==> src/design/cteb_pkg.sv <==
package cteb_pkg;

  localparam int BUFFER_DEPTH = 256;
  localparam int AW = (BUFFER_DEPTH > 1) ? $clog2(BUFFER_DEPTH) : 1;
  localparam int CW = $clog2(BUFFER_DEPTH + 1);

  localparam logic [2:0] OP_INSERT    = 3'd0;
  localparam logic [2:0] OP_BACKSPACE = 3'd1;
  localparam logic [2:0] OP_LEFT      = 3'd2;
  localparam logic [2:0] OP_RIGHT     = 3'd3;
  localparam logic [2:0] OP_READ      = 3'd4;

  localparam logic ST_DONE    = 1'b0;
  localparam logic ST_IGNORED = 1'b1;

  typedef struct packed {
    logic          we;
    logic [AW-1:0] waddr;
    logic [7:0]    wdata;
    logic          re;
    logic [AW-1:0] raddr;
  } mem_req_t;

  typedef struct packed {
    logic       status;
    logic [8:0] text_length;
    logic [8:0] cursor;
    logic [7:0] read_char;
  } res_t;

endpackage

==> src/design/cursor_text_edit_buffer.sv <==
// Line edit buffer with a cursor over a text memory of BUFFER_DEPTH bytes
// with one read port and one write port. One item is worked on at a time,
// and in_stall_o is high while it is in progress. Cursor moves, an insert or
// backspace at the end of the text, and rejected operations go straight to
// the result state; a read passes through one memory read wait state. An
// insert or backspace inside the text shifts the bytes between cursor and
// end through the memory, one byte per cycle, then writes the last shifted
// byte; an insert then puts the new character at the cursor. Results sit in
// an output register, so the next item is taken while one waits. A second
// finished result holds the input until the first is taken.
module cursor_text_edit_buffer (
  input  logic       clk_i,
  input  logic       rst_ni,
  input  logic       in_valid_i,
  output logic       in_stall_o,
  input  logic [2:0] opcode_i,
  input  logic [7:0] char_value_i,
  input  logic [7:0] read_index_i,
  output logic       out_valid_o,
  input  logic       out_stall_i,
  output logic       status_o,
  output logic [8:0] text_length_o,
  output logic [8:0] cursor_o,
  output logic [7:0] read_char_o
);

  cteb_pkg::mem_req_t mem_req;
  logic [7:0]         mem_rdata;
  logic               res_valid;
  logic               res_ready;
  cteb_pkg::res_t     res;
  cteb_pkg::res_t     out_q;
  logic               out_valid_q, out_valid_d;

  cteb_store u_store (
    .clk_i   (clk_i),
    .req_i   (mem_req),
    .rdata_o (mem_rdata)
  );

  cteb_ctrl u_ctrl (
    .clk_i        (clk_i),
    .rst_ni       (rst_ni),
    .in_valid_i   (in_valid_i),
    .in_stall_o   (in_stall_o),
    .opcode_i     (opcode_i),
    .char_value_i (char_value_i),
    .read_index_i (read_index_i),
    .mem_req_o    (mem_req),
    .mem_rdata_i  (mem_rdata),
    .res_valid_o  (res_valid),
    .res_ready_i  (res_ready),
    .res_o        (res)
  );

  assign res_ready   = !out_valid_q || !out_stall_i;
  assign out_valid_d = (res_valid && res_ready) || (out_valid_q && out_stall_i);

  always_ff @(posedge clk_i or negedge rst_ni) begin
    if (!rst_ni) begin
      out_valid_q <= 1'b0;
    end else begin
      out_valid_q <= out_valid_d;
    end
  end

  always_ff @(posedge clk_i) begin
    if (res_valid && res_ready) begin
      out_q <= res;
    end
  end

  assign out_valid_o   = out_valid_q;
  assign status_o      = out_q.status;
  assign text_length_o = out_q.text_length;
  assign cursor_o      = out_q.cursor;
  assign read_char_o   = out_q.read_char;

endmodule

==> src/design/cteb_store.sv <==
module cteb_store (
  input  logic                clk_i,
  input  cteb_pkg::mem_req_t  req_i,
  output logic [7:0]          rdata_o
);

  logic [7:0] mem [cteb_pkg::BUFFER_DEPTH];

  always_ff @(posedge clk_i) begin
    if (req_i.we) begin
      mem[req_i.waddr] <= req_i.wdata;
    end
    if (req_i.re) begin
      rdata_o <= mem[req_i.raddr];
    end
  end

endmodule

==> src/design/cteb_ctrl.sv <==
module cteb_ctrl (
  input  logic                clk_i,
  input  logic                rst_ni,
  input  logic                in_valid_i,
  output logic                in_stall_o,
  input  logic [2:0]          opcode_i,
  input  logic [7:0]          char_value_i,
  input  logic [7:0]          read_index_i,
  output cteb_pkg::mem_req_t  mem_req_o,
  input  logic [7:0]          mem_rdata_i,
  output logic                res_valid_o,
  input  logic                res_ready_i,
  output cteb_pkg::res_t      res_o
);

  localparam int AW = cteb_pkg::AW;
  localparam int CW = cteb_pkg::CW;
  localparam logic [CW-1:0] DEPTH = CW'(cteb_pkg::BUFFER_DEPTH);

  localparam logic [2:0] S_IDLE   = 3'd0;
  localparam logic [2:0] S_SHIFT  = 3'd1;
  localparam logic [2:0] S_DRAIN  = 3'd2;
  localparam logic [2:0] S_PUTCH  = 3'd3;
  localparam logic [2:0] S_RDWAIT = 3'd4;
  localparam logic [2:0] S_RESULT = 3'd5;

  logic [2:0]    state_q, state_d;
  logic [CW-1:0] count_q, count_d;
  logic [CW-1:0] cursor_q, cursor_d;
  logic [AW-1:0] ptr_q, ptr_d;
  logic          pend_q, pend_d;
  logic [AW-1:0] pend_addr_q, pend_addr_d;
  logic          ins_q, ins_d;
  logic [7:0]    ch_q, ch_d;
  logic          status_q, status_d;
  logic [7:0]    rchar_q, rchar_d;

  logic          accept;
  logic          last;
  logic          idx_ok;
  logic [CW-1:0] count_m1;

  assign in_stall_o = (state_q != S_IDLE);
  assign accept     = in_valid_i && (state_q == S_IDLE);
  assign count_m1   = CW'(count_q - 1'b1);

  // read index must fall inside the held text and inside the store
  assign idx_ok = ({{CW{1'b0}}, read_index_i} < {8'd0, count_q}) &&
                  ({{CW{1'b0}}, read_index_i} < {8'd0, DEPTH});

  assign last = ins_q ? (ptr_q == AW'(cursor_q)) : (ptr_q == AW'(count_m1));

  always_comb begin
    state_d     = state_q;
    count_d     = count_q;
    cursor_d    = cursor_q;
    ptr_d       = ptr_q;
    pend_d      = pend_q;
    pend_addr_d = pend_addr_q;
    ins_d       = ins_q;
    ch_d        = ch_q;
    status_d    = status_q;
    rchar_d     = rchar_q;
    mem_req_o   = '0;

    case (state_q)
      S_IDLE: begin
        if (accept) begin
          status_d = cteb_pkg::ST_IGNORED;
          rchar_d  = 8'd0;
          pend_d   = 1'b0;
          ch_d     = char_value_i;
          state_d  = S_RESULT;
          case (opcode_i)
            cteb_pkg::OP_INSERT: begin
              if (count_q < DEPTH) begin
                status_d = cteb_pkg::ST_DONE;
                if (cursor_q == count_q) begin
                  mem_req_o.we    = 1'b1;
                  mem_req_o.waddr = AW'(cursor_q);
                  mem_req_o.wdata = char_value_i;
                  count_d  = CW'(count_q + 1'b1);
                  cursor_d = CW'(cursor_q + 1'b1);
                end else begin
                  ins_d   = 1'b1;
                  ptr_d   = AW'(count_m1);
                  state_d = S_SHIFT;
                end
              end
            end
            cteb_pkg::OP_BACKSPACE: begin
              if (cursor_q != '0) begin
                status_d = cteb_pkg::ST_DONE;
                if (cursor_q == count_q) begin
                  count_d  = count_m1;
                  cursor_d = CW'(cursor_q - 1'b1);
                end else begin
                  ins_d   = 1'b0;
                  ptr_d   = AW'(cursor_q);
                  state_d = S_SHIFT;
                end
              end
            end
            cteb_pkg::OP_LEFT: begin
              if (cursor_q != '0) begin
                status_d = cteb_pkg::ST_DONE;
                cursor_d = CW'(cursor_q - 1'b1);
              end
            end
            cteb_pkg::OP_RIGHT: begin
              if (cursor_q < count_q) begin
                status_d = cteb_pkg::ST_DONE;
                cursor_d = CW'(cursor_q + 1'b1);
              end
            end
            cteb_pkg::OP_READ: begin
              if (idx_ok) begin
                status_d        = cteb_pkg::ST_DONE;
                mem_req_o.re    = 1'b1;
                mem_req_o.raddr = AW'(read_index_i);
                state_d         = S_RDWAIT;
              end
            end
            default: begin
              status_d = cteb_pkg::ST_IGNORED;
            end
          endcase
        end
      end
      S_SHIFT: begin
        // read one entry, write the previous one a place over
        mem_req_o.re    = 1'b1;
        mem_req_o.raddr = ptr_q;
        mem_req_o.we    = pend_q;
        mem_req_o.waddr = pend_addr_q;
        mem_req_o.wdata = mem_rdata_i;
        pend_d      = 1'b1;
        pend_addr_d = ins_q ? AW'(ptr_q + 1'b1) : AW'(ptr_q - 1'b1);
        if (last) begin
          state_d = S_DRAIN;
        end else begin
          ptr_d = ins_q ? AW'(ptr_q - 1'b1) : AW'(ptr_q + 1'b1);
        end
      end
      S_DRAIN: begin
        mem_req_o.we    = 1'b1;
        mem_req_o.waddr = pend_addr_q;
        mem_req_o.wdata = mem_rdata_i;
        pend_d          = 1'b0;
        if (ins_q) begin
          state_d = S_PUTCH;
        end else begin
          count_d  = count_m1;
          cursor_d = CW'(cursor_q - 1'b1);
          state_d  = S_RESULT;
        end
      end
      S_PUTCH: begin
        mem_req_o.we    = 1'b1;
        mem_req_o.waddr = AW'(cursor_q);
        mem_req_o.wdata = ch_q;
        count_d  = CW'(count_q + 1'b1);
        cursor_d = CW'(cursor_q + 1'b1);
        state_d  = S_RESULT;
      end
      S_RDWAIT: begin
        rchar_d = mem_rdata_i;
        state_d = S_RESULT;
      end
      S_RESULT: begin
        if (res_ready_i) begin
          state_d = S_IDLE;
        end
      end
      default: begin
        state_d = S_IDLE;
      end
    endcase
  end

  assign res_valid_o       = (state_q == S_RESULT);
  assign res_o.status      = status_q;
  assign res_o.text_length = 9'(count_q);
  assign res_o.cursor      = 9'(cursor_q);
  assign res_o.read_char   = rchar_q;

  always_ff @(posedge clk_i or negedge rst_ni) begin
    if (!rst_ni) begin
      state_q  <= S_IDLE;
      count_q  <= '0;
      cursor_q <= '0;
      pend_q   <= 1'b0;
    end else begin
      state_q  <= state_d;
      count_q  <= count_d;
      cursor_q <= cursor_d;
      pend_q   <= pend_d;
    end
  end

  always_ff @(posedge clk_i) begin
    ptr_q       <= ptr_d;
    pend_addr_q <= pend_addr_d;
    ins_q       <= ins_d;
    ch_q        <= ch_d;
    status_q    <= status_d;
    rchar_q     <= rchar_d;
  end

`ifndef ASSERT_OFF
  a_count_bound: assert property (@(posedge clk_i) disable iff (!rst_ni)
    count_q <= DEPTH)
    else $error("text count past capacity");

  a_cursor_bound: assert property (@(posedge clk_i) disable iff (!rst_ni)
    cursor_q <= count_q)
    else $error("cursor past end of text");

  a_no_same_entry: assert property (@(posedge clk_i) disable iff (!rst_ni)
    (mem_req_o.we && mem_req_o.re) |-> (mem_req_o.waddr != mem_req_o.raddr))
    else $error("read and write of one entry in one cycle");

  a_state_held: assert property (@(posedge clk_i) disable iff (!rst_ni)
    (res_valid_o && !res_ready_i) |=> (res_valid_o && $stable(res_o)))
    else $error("result dropped while not taken");
`endif

endmodule

==> config.mk <==
export PLATFORM = sky130hd
export DESIGN_NAME = cursor_text_edit_buffer
export DESIGN_NICKNAME = d
export VERILOG_FILES = /design/src/design/cteb_pkg.sv /design/src/design/cursor_text_edit_buffer.sv /design/src/design/cteb_store.sv /design/src/design/cteb_ctrl.sv
export SDC_FILE = /design/constraint.sdc
export NUM_CORES = 2
export LEC_CHECK = 0
export BUFFER_PORTS_ARGS = -buffer_cell sky130_fd_sc_hd__buf_2
export CAP_MARGIN = 40
export CORE_MARGIN = 4
export CORE_UTILIZATION = 40
export DETAILED_ROUTE_END_ITERATION = 16
export SETUP_SLACK_MARGIN = 0.1
export SYNTH_ARGS = -nofsm -noshare
export SYNTH_HDL_FRONTEND = slang
export SYNTH_SLANG_ARGS = --single-unit
==> constraint.sdc <==
create_clock -name clk_i -period 6.4 [get_ports clk_i]
set_input_delay 0.96 -clock clk_i [delete_from_list [all_inputs] [get_ports clk_i]]
set_output_delay 0.96 -clock clk_i [all_outputs]
set_load 0.02 [all_outputs]
# Yosys cells after proc, flatten, opt, wreduce, memory -nomap -nowiden

Memories as Yosys holds them, arrays and structs flattened. A register that Yosys moved wholly into a read port is not among the register bits.
Index checks and enable logic that the tools add are counted.
W data, S select, Z words.

Register bits after elaboration: 84
RAM bits: 2048
Memories kept: 1

Memory list:

| name        | depth | bits a word | read ports | clocked after memory_dff | wr ports | line            | RTL |
|---|---|---|---|---|---|---|---|
| u_store.mem | 256   | 8           | 1          | 1                        | 1        | cteb_store.sv:7 | `logic [7:0] mem [cteb_pkg::BUFFER_DEPTH];` |

$add $sub $neg: 6
Magnitude comparators: 3
Equality and inequality tests: 31
Mux-type cells: 63
Reductions and logical operators: 26

Operators by type and width:

| cell                  | number |
|---|---|
| $mux W9               | 16 |
| $mux W8               | 9 |
| $pmux W17 S4          | 1 |
| $pmux W9 S3           | 2 |
| $mux W17              | 3 |
| $pmux W8 S2           | 3 |
| $pmux W9 S2           | 2 |
| $pmux W9 S4           | 1 |
| $ne A3 B3 Y1 const B  | 9 |
| $mux W26              | 1 |
| $mux W3               | 7 |
| $add A9 B1 Y9 const B | 2 |
| $sub A9 B1 Y9 const B | 2 |
| $eq A8 B8 Y1          | 2 |
| $reduce_and A8 Y1     | 2 |
| $pmux W3 S5           | 1 |
| $mux W1               | 13 |
| $eq A3 B2 Y1 const B  | 4 |
| $ne A2 B1 Y1 const B  | 5 |
| $reduce_and A10 Y1    | 1 |
| $eq A3 B3 Y1 const B  | 3 |
| $eq A9 B9 Y1          | 1 |
| $lt A8 B9 Y1          | 1 |
| $lt A9 B9 Y1          | 1 |
| other kinds (21)      | 37 |

# Logic depth before layout (Yosys ltp)

Word-level depth: 8
Gate-level depth with buffers: 17
Gate-level depth less buffers: 13

# Hierarchy

From an unflattened synthesis, not the netlist that was laid out.

Cell total of the unflattened synthesis: 4248
Area, all modules: 84956.5 um2

By module, submodules not included:

| module                  | instances | cells an instance | area each (um2) | seq. area each (um2) |
|---|---|---|---|---|
| cteb_store              | 1         | 3733              | 79636.4         | 61739.2 |
| cteb_ctrl               | 1         | 484               | 4461.8          | 1571.5 |
| cursor_text_edit_buffer | 1         | 31                | 858.3           | 835.8 |

# Worst setup path before layout

Ideal clock, no wire load.

Path kind: input port to flip-flop
Start point: input in_valid_i
End point: memory u_store.mem[0][0], data pin
Setup time: 0.771 ns
Data arrival time: 4.826 ns
Required time: 5.629 ns
Path slack: 0.803 ns
Stages on the path: 5
Path through: nor4b_4 -> and4_1 -> buf_2 -> a222oi_1 -> inv_1

RTL lines:

| element         | line                          | RTL |
|---|---|---|
| start, declared | cursor_text_edit_buffer.sv:14 | `input logic in_valid_i,` |
| end, declared   | cteb_store.sv:7               |  |

# Final worst setup path

Start point: register u_ctrl.count_q[6]
End point: register u_store.rdata_o[4], read port of u_store.mem, data pin

Cells in the longest elaborated chain, start to end: 5

RTL lines:

| element                | line             | RTL |
|---|---|---|
| start, declared        | cteb_ctrl.sv:28  | `logic [CW-1:0] count_q, count_d;` |
| start signal, assigned | cteb_ctrl.sv:195 | `count_q <= count_d;` |
| $lt A8 B9 Y1           | cteb_ctrl.sv:48  | `assign idx_ok = ({{CW{1'b0}}, read_index_i} < {8'd0, count_q}) &&` |
| $mux W9                | cteb_ctrl.sv:117 | `if (idx_ok) begin` |
| $mux W9                | cteb_ctrl.sv:74  | `case (opcode_i)` |
| $mux W26               | cteb_ctrl.sv:68  | `if (accept) begin` |
| $pmux W9 S2            | cteb_ctrl.sv:66  | `case (state_q)` |
| end, declared          | cteb_store.sv:4  | `output logic [7:0] rdata_o` |

No other way between the ends.
A chain may end at the register's enable or synchronous reset.

==> results.cfg <==
[outcome]
status = finished, final reports clean

[clocking]
cts_hold_buffers = 0
clk-insertion-delay-late_ns = 0.87
cts_max_level = 4
cts_tree = done
cts_setup_buffers = 0
cts_buffers = 207
cts_buffer_depth = 3
cts.clk_slew.worst_paths_ns = 0.06
clock-sinks = 2140
cts-root-buf = clkbuf_16
ctsResizeCount = 0

[power]
p_int_mw = 28.99
combPwrFrac_pct = 37.2
netSwitchingFraction_pct = 39.32
seqPwrFrac_pct = 38.4
net-switching-power_mw = 18.78
clkPwrFrac_pct = 24.4
p_leak_nw = 32.54
powerDensity_nw_per_um2 = 490.0
fin_total_pwr_mw = 47.77
peakVddDrop_uv = 400.2

[synth]
synth.most_common_cell = edfxtp_1
syn_area_per_cell_um2 = 13.43
synth-seq-cells = 2140
synthTopCellsByArea = edfxtp_1 (74%), nand2_1 (7.1%), nand3_1 (3.2%)
synth_seq_area_share_pct = 74.42
yosys.area.top_type = edfxtp_1
synth_fp_nets = 6463
synth-edff-count = 2117
async_flop_share_pct = 1.075
netlist_top_cells_count = edfxtp_1 (2117), nand2_1 (1624), nand3_1 (547)
yosysTopAreaCellShare_pct = 73.75
synth_flop_cell = edfxtp_1
ys_types = 84
synthCells = 6417
synth_area_um2 = 86200
synth_warnings = 0

[detailed_routing]
first_iter_violations = 7051
routedWlPerCell_um = 26.28
route.detailed.drc = 0
ant_nets = 0
wl_um = 251800
num_vias = 55030
via_per_inst = 5.744
dr.pass1.iters = 6

[timing]
rsz0062_at_grt = false
slew_violations = 0
period_share_pct = 89.21
finalClockSkew_ns = 0.05517
fmax_mhz = 175.1
finalSetupViolCount = 0
finalHoldViolations = 0
whs_ns = 0.08650
slew_headroom_pct = 26.08
finalSetupTns_ns = 0
worstMarginPinSlew_ns = 1.109
period_minus_slack_ns = 5.710

[placement]
place.detailed.hpwl_um = 157900
io_buffer_count = 51
postPlaceCellArea_um2 = 91110
gp_congestion = 0.8906

[layout]
fillCellCount = 18850
design_area_um2 = 97500
final_nets = 6619
syn2layout_area_growth_pct = 13.12
drive_gt1_share_pct = 10.33

[critical_path]
timing.rr.start = u_ctrl.count_q[6]
crit_fanout = 35
arrival_ns = 6.27
cp.required_ns = 6.96
startpoint = u_ctrl.count_q[6]
cp-start-kind = flop
cp-end-kind = flop
criticalPathCategory = reg2reg

[die]
rows = 170
die_w_um = 472.2
die_area_um2 = 223000
core_area_um2 = 214400
start_util_pct = 40.20
ios = 52
dieHeight_um = 472.2

[grt]
grt_max_degree = 142
antenna_found_initial = 2
track_usage_pct = 22.07
grt_first_pass_wirelength_um = 366200
grt_pass1_vias = 52060
grt_overflow_total = 0

[run]
drv_cap = 0

[hold_path]
min_path_type = in2async
[cell type report]
type                       instances  area (um2)  area share, %
tap                             2838        3551          3.642
clock inverter                   129       964.7         0.9894
clock buffer                     247        5373          5.510
inverter                          35       192.7         0.1976
multi-input combinational       3827       19990          20.50
sequential                      2140       64150          65.79
timing repair buffer             362        3281          3.365
antenna                            3       7.507       0.007699
[cell usage in the layout (no fill, tap or decap), types with 37 or more instances in the layout]
master / instances
clkinv_1: 55
nand3_1: 547
clkinv_2: 45
nand4_1: 131
a32oi_1: 95
nor2_1: 307
a31oi_1: 160
edfxtp_1: 2117
clkbuf_1: 38
clkbuf_16: 209
o21ai_0: 37
nand2_1: 1623
a21oi_1: 242
buf_4: 246
xnor2_1: 37
buf_12: 41
buf_2: 54
mux2i_1: 207
a22oi_1: 125
[registers in the layout (all words and copies together), names as in the netlist]
signal and count:
cursor_o 9, out_valid_o 1, read_char_o 8, status_o 1
text_length_o 9, u_ctrl.ch_q 8, u_ctrl.count_q 9, u_ctrl.cursor_q 9
u_ctrl.ins_q 1, u_ctrl.pend_addr_q 8, u_ctrl.pend_q 1, u_ctrl.ptr_q 8
u_ctrl.rchar_q 8, u_ctrl.state_q 3, u_ctrl.status_q 1, u_store.mem 2048
u_store.rdata_o 8
[metrics by stage]
step                      worst slack (ns)  std cells  util [%]
after floorplan                     0.8032       6417         -
after global placement             0.03677       9114     42.12
after detailed placement            0.2850       9196     42.49
after CTS                           0.7672       9572     45.45
after global routing                0.4232       9578     45.47
final                               0.6903       9581     45.48
[worst paths after layout]
check,cells past startpoint,end,slack [ns]
setup / recovery,15,u_store.rdata_o[4],0.69
min in group clk_i,1,u_ctrl.ch_q[6],0.30
hold reg to reg,0,read_char_o[2],0.42
setup reg to reg,15,u_store.rdata_o[4],0.69
hold / removal,1,out_valid_o,0.09
max in group asynchronous,1,u_ctrl.count_q[1],5.91
[worst max-delay path: stages, from the launching register on]
cell	delay, ns
dfrtp_1	0.42
inv_1	0.20
ha_1	0.29
a211oi_1	0.42
o311a_1	0.59
o2111ai_1	0.40
and2_4	0.45
nor2_4	0.24
buf_12	0.28
buf_4	0.26
a32oi_1	0.11
and3_1	0.19
a31oi_1	0.50
nand3_1	0.50
nor4_1	0.39
o32ai_1	0.13
[per-layer routing]
metal	routed length, um	part of all wire, %	vias up	GRT usage (%)
li1	-	-	24200	-
met1	101500	40	27590	30.69
met2	116500	46	2791	34.77
met3	23730	9.4	448	3.991
met4	10050	4.0	0	8.185
met5	0	0	-	0
[kinds of logic after synthesis]
| group | Yosys count | synth area share (%) |
|---|---|---|
| simple gates | 2730 | 13.42 |
| mux | 211 | 2.456 |
| xor+xnor | 44 | 0.4471 |
| flops | 2140 | 74.42 |
| buf+inv | 450 | 2.498 |
| fa+ha+maj | 23 | 0.3339 |
| compound gates | 819 | 6.428 |
[power groups by stage]
stage | Sequential, mW | Clock [mW] | Combinational (mW)
2_1_floorplan | 19.0 | 0 | 9.73
3_3_place_gp | 18.6 | 0 | 17.2
3_5_place_dp | 18.6 | 0 | 17.6
4_1_cts | 18.3 | 11.8 | 17.7
5_1_grt | 18.4 | 12.4 | 18.8
6_report | 18.4 | 11.7 | 17.8
Note: power is estimated with default switching activity, not from simulation.
